### config.mk
export PLATFORM = sky130hd
export DESIGN_NAME = ebbs_ctrl
export DESIGN_NICKNAME = d
export VERILOG_FILES = /design/src/rtl/core/ebbs_pkg.sv /design/src/rtl/core/ebbs_ctrl.sv
export SDC_FILE = /design/constraint.sdc
export NUM_CORES = 1
export LEC_CHECK = 0
export ABC_AREA = 1
export BUFFER_PORTS_ARGS = -buffer_cell sky130_fd_sc_hd__buf_2
export CORE_AREA = 2 2 39 41
export CTS_CLUSTER_DIAMETER = 30
export DETAILED_ROUTE_END_ITERATION = 8
export DIE_AREA = 0 0 41 43
export SLEW_MARGIN = 5
export SYNTH_ARGS = -nofsm -noshare
export SYNTH_HDL_FRONTEND = slang
export SYNTH_SLANG_ARGS = --single-unit
### constraint.sdc
create_clock -name clk -period 1.2 [get_ports clk]
set_input_delay 0.24 -clock clk [delete_from_list [all_inputs] [get_ports clk]]
set_output_delay 0.24 -clock clk [all_outputs]
set_load 0.02 [all_outputs]
### src/rtl/core/ebbs_pkg.sv
// Shared types, constants and codes for the event bounded block scheduler.
package ebbs_pkg;

    localparam int EVENT_DEPTH = 1024;
    localparam int ADDR_W      = $clog2(EVENT_DEPTH);
    localparam int CNT_W       = ADDR_W + 1;

    localparam logic [1:0] OP_APPEND = 2'd0;
    localparam logic [1:0] OP_PLAN   = 2'd1;
    localparam logic [1:0] OP_COMMIT = 2'd2;

    localparam logic [1:0] ST_OK    = 2'd0;
    localparam logic [1:0] ST_RANGE = 2'd1;
    localparam logic [1:0] ST_FULL  = 2'd2;

    localparam logic REG_MAX_BLOCK = 1'b0;
    localparam logic REG_START_POS = 1'b1;

    localparam logic [30:0] MAX_BLOCK_RESET = 31'd256;

    typedef struct packed {
        logic [1:0]  opcode;
        logic [31:0] event_time;
        logic [31:0] frames_left;
        logic [31:0] frames_available;
    } sched_in_t;

    typedef struct packed {
        logic [31:0] block_start;
        logic [10:0] first_event_index;
        logic [10:0] events_due;
        logic [10:0] events_late;
        logic [30:0] block_length;
        logic [1:0]  status;
        logic        late_seen;
    } sched_out_t;

    typedef enum logic [2:0] {
        S_IDLE,
        S_APPEND,
        S_LIM,
        S_LIM2,
        S_WALK,
        S_EVAL,
        S_FIN,
        S_DONE
    } state_t;

    typedef struct packed {
        logic capture;
        logic append;
        logic lim1;
        logic lim2;
        logic rd;
        logic eval;
        logic fin;
        logic done;
    } cmd_t;

    typedef struct packed {
        logic more;
        logic due;
        logic out_free;
    } stat_t;

endpackage

### src/rtl/core/ebbs_ctrl.sv
// Controller state machine: sequences append, limit, event walk and result stages.
module ebbs_ctrl (
    input  logic            clk,
    input  logic            rst_n,
    input  logic            in_valid,
    input  logic [1:0]      opcode,
    input  ebbs_pkg::stat_t stat,
    output logic            in_ready,
    output ebbs_pkg::cmd_t  cmd
);
    import ebbs_pkg::*;

    state_t state_reg;
    state_t state_next;

    always_ff @(posedge clk or negedge rst_n)
    begin
        if (!rst_n)
        begin
            state_reg <= S_IDLE;
        end
        else
        begin
            state_reg <= state_next;
        end
    end

    always_comb
    begin
        state_next = state_reg;
        case (state_reg)
            S_IDLE:
            begin
                if (in_valid)
                begin
                    if (opcode == OP_PLAN || opcode == OP_COMMIT)
                    begin
                        state_next = S_LIM;
                    end
                    else
                    begin
                        state_next = S_APPEND;
                    end
                end
            end
            S_APPEND: state_next = S_DONE;
            S_LIM:    state_next = S_LIM2;
            S_LIM2:   state_next = S_WALK;
            S_WALK:   state_next = stat.more ? S_EVAL : S_FIN;
            S_EVAL:   state_next = stat.due ? S_WALK : S_FIN;
            S_FIN:    state_next = S_DONE;
            S_DONE:
            begin
                if (stat.out_free)
                begin
                    state_next = S_IDLE;
                end
            end
            default:  state_next = S_IDLE;
        endcase
    end

    always_comb
    begin
        in_ready    = 1'b0;
        cmd         = '0;
        case (state_reg)
            S_IDLE:
            begin
                in_ready    = 1'b1;
                cmd.capture = in_valid;
            end
            S_APPEND: cmd.append = 1'b1;
            S_LIM:    cmd.lim1   = 1'b1;
            S_LIM2:   cmd.lim2   = 1'b1;
            S_WALK:   cmd.rd     = stat.more;
            S_EVAL:   cmd.eval   = 1'b1;
            S_FIN:    cmd.fin    = 1'b1;
            S_DONE:   cmd.done   = stat.out_free;
            default:  cmd        = '0;
        endcase
    end

endmodule

# [Word-level counts from Yosys, hierarchy flattened]
# Cells that the tools add are included.
[op_classes] magnitude_cmp=0 n_shift=0 eq_ne=11 mul=0 n_addsub=0 div=0 bitwise=0 mux=15 n_reduce_logical=4
[ops] op="3-bit case mux with 7 select lines" n=1
[ops] op="3-bit == test, second input constant" n=4
[ops] op="1-bit 2-to-1 mux" n=9
[ops] op="3-bit by 2-bit == test with 1-bit output, second input constant" n=2
[ops] op="2-bit 2-to-1 mux" n=3
[ops] op="3-bit 2-to-1 mux" n=2
[ops] op="2-bit inequality test, second input constant" n=2
[ops] op="3-bit by 1-bit == test with 1-bit output, second input constant" n=1
[ops] op="3-bit logical NOT" n=1
[ops] op="2-bit by 1-bit == test with 1-bit output, second input constant" n=1
[ops] op="2-bit == test, second input constant" n=1
[ops] op="2-bit AND reduction" n=1
[ops] op="2-bit OR reduction" n=1
[ops] op="1-bit logical OR" n=1
[totals] latchBits=0 ram_bits=0 output_inout_bits=9 n_memories=0 regBits=3 mem_bits_ro=0 word_cells=31 input_bits=8

# [Longest topological paths before layout]
# Gate-level depths: netlist of run 1.
[depth] word_depth=5 mapped_depth=8 depth_no_buf=7

# [Least setup slack after synthesis of run 1]
# Ideal clock, no wire load.
[synth_timing] kind="reg2out" start="register state_reg[0]" end="output cmd[7] in the netlist's numbering" n_path_buf=0 t_arrival_ps=1068 required_time_ps=960 stages_incl_launch_ff=4 setup_slack_ps=-108 cell_sequence="dfrtp_1 > inv_2 > nand2_4 > nor3_1"
[synth_lines] item="start: declaration" line_no="ebbs_ctrl.sv:13" text="state_t state_reg;"
[synth_lines] item="start signal: assignment" line_no="ebbs_ctrl.sv:24" text="state_reg <= state_next;"
[synth_lines] item="end: declaration" line_no="ebbs_ctrl.sv:9" text="output ebbs_pkg::cmd_t cmd"

==> results.py, run 1 <==
metrics = {
    "run_status": {
        "status": "finished, violations left",
        "violations": "negative setup slack",
    },
    "yosys": {
        "synthTopCellsByCount": "nand2_1, inv_1, nand3_1",
        "yosys_register_bits": 3,
        "synth.top_cell.area_share_pct": 26.4,
        "ys.flop_type": "dfrtp_1",
        "synth_top_area_cell": "dfrtp_1",
        "synth.distinct_cells": 14,
        "async_flop_share_pct": 100,
        "synthTopCellsByArea": "dfrtp_1, nand2_1, nand3_1",
        "postSynthAreaPerCell_sq_um": 6.17,
        "yosys_warnings": 0,
        "synthesis.area_sq_um": 284,
        "synth_edf_count": 0,
        "synthesis.nets": 54,
        "synth.most_common_cell": "nand2_1",
        "syn_inst": 46,
        "synth-seq-area-share_pct": 26.4,
    },
    "final_layout": {
        "fillers": 156,
        "areaGrowthSynthToFinish_pct": 104,
        "final_cells": 92,
        "nNetsFinal": 85,
        "largest_reg_flops": 3,
        "antenna_cells": 0,
        "drive_gt1_share_pct": 63.2,
    },
    "floorplan": {
        "die_area_sq_um": 1760,
        "dieWidth_um": 41,
        "start_util_pct": 20.5,
        "core_sq_um": 1380,
        "io_pins": 17,
        "die_h_um": 43,
        "std_cell_rows": 14,
    },
    "clock_tree": {
        "path_clk_slew_ns": 0.04,
        "cts_tree": "yes",
        "cts_made_buffers": 3,
        "cts-htree-levels": 1,
        "cts-root-buf": "clkbuf_4",
        "cts_sinks": 3,
        "cts_buffer_depth": 2,
        "insertion_delay_ns": 0.24,
    },
    "route": {
        "vias_per_cell": 4.07,
        "drc": 0,
        "dr.first_iter.drc_count": 3,
        "ant_nets": 0,
        "wl_um": 830,
        "wire_per_inst_um": 9.02,
        "vias": 374,
        "drt_pre_antenna_iters": 3,
    },
    "global_route": {
        "grt_pass1_vias": 350,
        "grt_pass1_wl_mm": 1.37,
        "grt_usage_pct": 11.6,
        "grt_overflow": 0,
        "antenna_found_initial": 0,
        "grt_max_degree": 9,
    },
    "setup_path": {
        "cp-startpoint": "state_reg[1]",
        "worstSetupStartpointType": "register",
        "path_max_fanout": 5,
        "required_ns": 0.96,
        "r2r_start": "state_reg[2]",
        "criticalPathCategory": "reg -> out",
        "cp-end-kind": "output port",
        "arrival_ns": 1.12,
    },
    "sta": {
        "timing.final.ws_setup_ns": -0.157,
        "maxSlewViolCount": 0,
        "worstMarginPinSlew_ns": 0.173,
        "post-route-period-util_pct": 113,
        "fin_crit_ns": 1.36,
        "hold_viol_final": 0,
        "maxSlewHeadroom_pct": 88.4,
        "clock.fmax_mhz": 737,
        "finClkSkew_ns": 0.00224,
        "hold_ws_ns": 0.331,
        "finalSetupViolations": 9,
        "rsz0062_at_grt": "yes",
    },
    "power": {
        "p_leak_nw": 0.323,
        "powerDensity_nw_per_um2": 2670,
        "peakVddDrop_mv": 1.09,
    },
    "run": {
        "cap_violations": 0,
    },
    "place": {
        "dp.cells": 80,
        "portBuffers": 16,
        "dp.final_hpwl_um": 579,
        "gp_congestion": 0.720,
    },
    "worst_hold_path": {
        "hold_class": "in -> async",
    },
}
==> stage by stage <==
step           setup slack, ns  area, sq um  util (%)  total power, mW  TNS, ns
3_3_place_gp            0.0341          415      30.0             1.00        0
2_1_floorplan           0.0387          304         -            0.801        0
5_1_grt                 -0.222          579      41.9             1.69    -1.83
6_report                -0.157          579      41.9             1.54    -1.14
4_1_cts                 -0.160          518      37.4             1.39    -1.19
3_5_place_dp            0.0175          415      30.0             1.01        0
==> cells in the final DEF, fill, tap and decap left out, types with 3 or more instances in the layout <==
cell       n
nand3_1    6
inv_1      4
clkbuf_4   3
nor2_1     4
nand2_1   10
nor3_2     3
inv_2      4
buf_6      7
buf_4     12
buf_2      7
==> per-layer routing <==
layer,global-route usage (%),routed length [um]
met5,0,0
met4,2.00,0
met3,7.85,67
met2,17.5,457
met1,13.5,305
==> final timing paths <==
path	to	slack, ns	cells after the start
worst max-delay path	cmd[7]	-0.16	4
min in group clk	state_reg[0]	0.37	4
max in group asynchronous	state_reg[1]	0.75	2
worst min-delay path	state_reg[2]	0.33	2
worst max register to register	state_reg[1]	0.05	8
worst min register to register	state_reg[2]	0.72	3
==> power by group <==
part	leakage [nW]	total, mW	switching [mW]	internal (mW)
registers	0.0322	0.253	0.0918	0.161
clock network	0.0150	0.179	0.0538	0.125
logic	0.276	1.11	0.587	0.526
==> layout make-up <==
type / count / area [sq um] / share of cell area (%)
timing repair buffer: 27 / 214 / 36.9
multi-input combinational: 32 / 199 / 34.3
sequential: 3 / 77.6 / 13.4
inverter: 10 / 42.5 / 7.34
clock buffer: 4 / 26.3 / 4.54
tap: 16 / 20.0 / 3.46
==> repair_timing <==
| action | in CTS | in global routing |
|---|---|---|
| hold buffers | 1 | 0 |
| setup buffers | 3 | 4 |
| pin swaps | 3 | 4 |
| gates resized for setup | 19 | 8 |
| setup endpoints to repair | 9 | 11 |
| endpoints found under the hold margin | 3 | 0 |
==> cells by family (layout without fill, tap and decap cells) <==
| family | after synthesis | in the layout | synth area share, % |
|---|---|---|---|
| compound gates | 2 | 2 | 4.84 |
| flops | 3 | 3 | 26.4 |
| simple gates | 30 | 30 | 51.5 |
| buf+inv | 11 | 41 | 17.2 |
==> worst max-delay path, stage by stage (launching register included) <==
cell and delay, ns:
dfrtp_2 0.44, inv_4 0.10, nand2_4 0.08, nor3_2 0.10, buf_4 0.16
Power figures use the tool's default switching activity.
==> inputs of run 2 (changes only) <==
clock period = 1.3 ns   (was 1.2 ns; I/O delays follow)
==> results.py, run 2 (synthesized netlist as in run 1, its figures left out) <==
metrics = {
    "place": {
        "dpl-instance-area_sq_um": 398,
        "dp.final_hpwl_um": 543,
        "pre_cts_ws_ns": 0.106,
        "gp_congestion": 0.764,
        "portBuffers": 16,
    },
    "power": {
        "power_mw": 1.23,
        "peakVddDrop_mv": 0.987,
        "powerDensity_nw_per_um2": 2430,
        "p_leak_nw": 0.297,
    },
    "sta": {
        "finalSetupViolations": 9,
        "setup_tns_ns": -0.427,
        "finClkSkew_ns": 0.00122,
        "maxSlewViolCount": 0,
        "hold_viol_final": 0,
        "post-route-period-util_pct": 107,
        "clock.fmax_mhz": 718,
        "rsz0062_at_grt": "yes",
        "maxSlewHeadroom_pct": 88.6,
        "timing.final.ws_setup_ns": -0.0934,
        "hold_ws_ns": 0.354,
        "fin_crit_ns": 1.39,
        "worstMarginPinSlew_ns": 0.171,
    },
    "route": {
        "drc": 0,
        "vias_per_cell": 4.18,
        "wl_um": 745,
        "wire_per_inst_um": 8.56,
        "ant_nets": 0,
        "dr.first_iter.drc_count": 9,
        "vias": 364,
        "drt_pre_antenna_iters": 4,
    },
    "run_status": {
        "status": "finished, violations left",
        "violations": "negative setup slack",
    },
    "global_route": {
        "top_usage_layer": "met2",
        "grt_max_degree": 9,
        "antenna_found_initial": 0,
        "grt_pass1_wl_mm": 1.21,
        "grt_overflow": 0,
        "grt_pass1_vias": 310,
        "grt_usage_pct": 9.97,
        "met2_usage_pct": 16.9,
        "gr-usage-met1_pct": 11.7,
        "use_met3_pct": 4.71,
    },
    "final_layout": {
        "register_area_sq_um": 77.6,
        "nNetsFinal": 80,
        "antenna_cells": 0,
        "largest_reg_flops": 3,
        "multi_input_area_sq_um": 184,
        "final_common_cell": "nand2_1",
        "layout_common_cells": "nand2_1, buf_2, nand3_1, buf_4, inv_1",
        "postLayoutCellArea_sq_um": 505,
        "fillers": 153,
        "areaGrowthSynthToFinish_pct": 78.0,
        "drive_gt1_share_pct": 53.5,
    },
    "floorplan": {
        "dieWidth_um": 41,
        "io_pins": 17,
        "core_sq_um": 1380,
        "start_util_pct": 20.5,
        "std_cell_rows": 14,
        "die_area_sq_um": 1760,
        "die_h_um": 43,
    },
    "setup_path": {
        "path_max_fanout": 6,
        "required_ns": 1.04,
        "arrival_ns": 1.13,
        "cp-end-kind": "output port",
        "worstSetupStartpointType": "register",
        "criticalPathCategory": "reg -> out",
    },
    "clock_tree": {
        "cts_made_buffers": 3,
        "cts_sinks": 3,
        "path_clk_slew_ns": 0.04,
        "cts-root-buf": "clkbuf_4",
        "cts_tree": "yes",
        "cts_buffer_depth": 2,
        "cts-htree-levels": 1,
        "insertion_delay_ns": 0.23,
    },
    "worst_hold_path": {
        "hold_class": "in -> async",
    },
    "run": {
        "cap_violations": 0,
    },
}
run 2: cell types whose count changed in the layout (fill, tap and decap cells not counted):
cell	previous run	this run
buf_2	7	10
buf_4	12	7
buf_6	7	4
inv_1	4	6
inv_2	4	3
inv_4	2	1
nand2_1	10	11
nand2_2	2	1
nand3_1	6	7
nand3_2	1	0
nor2_1	4	3
nor2_2	0	1
nor3_1	0	2
nor3_2	3	1
run 2: power by group:
part           total [mW]  leakage [nW]  switching, mW  internal (mW)
combinational       0.845         0.249          0.494          0.351
sequential          0.221        0.0322         0.0722          0.149
clock               0.163        0.0150         0.0480          0.115
total                1.23         0.297          0.614          0.615
run 2: area by class of cell:
| cell class | instances | area share, % |
|---|---|---|
| Timing Repair Buffer | 22 | 31.2 |
| Inverter | 10 | 7.92 |
| Multi-Input combinational cell | 32 | 36.4 |
| Clock buffer | 4 | 5.20 |
| Sequential cell | 3 | 15.3 |
| Tap cell | 16 | 3.96 |
run 2: final timing paths:
kind | startpoint | depth (start not counted) | end | slack [ns]
worst max-delay path | state_reg[2] | 3 | cmd[7] | -0.09
worst min-delay path | rst_n | 2 | state_reg[2] | 0.35
worst max register to register | state_reg[1] | 7 | state_reg[1] | 0.14
worst min register to register | state_reg[0] | 2 | state_reg[2] | 0.64
max in group asynchronous | rst_n | 2 | state_reg[1] | 0.83
min in group clk | stat[0] | 4 | state_reg[1] | 0.39
run 2: per-layer routing:
| layer | wire length, um | up-vias |
|---|---|---|
| li1 | - | 190 |
| met1 | 294 | 164 |
| met2 | 394 | 10 |
| met3 | 56 | 0 |
| met4 | 0 | 0 |
| met5 | 0 | - |
run 2: worst max-delay path, stage by stage (launching register included):
cell and delay, ns:
dfrtp_2 0.45, buf_6 0.14, nor3_2 0.16, buf_4 0.16
run 2: what timing repair did:
item	in CTS	in global routing
hold buffers	1	0
hold endpoints to repair	3	0
pin swaps	1	0
setup buffers	3	0
resized for setup	15	2
endpoints found under the setup margin	9	9
run 2: metrics by stage:
| step | utilization, % | cells |
|---|---|---|
| detailed placement | 28.8 | 79 |
| floorplan | - | 46 |
| CTS | 36.4 | 87 |
| global placement | 28.8 | 79 |
| finish | 36.5 | 87 |
| global route | 36.5 | 87 |
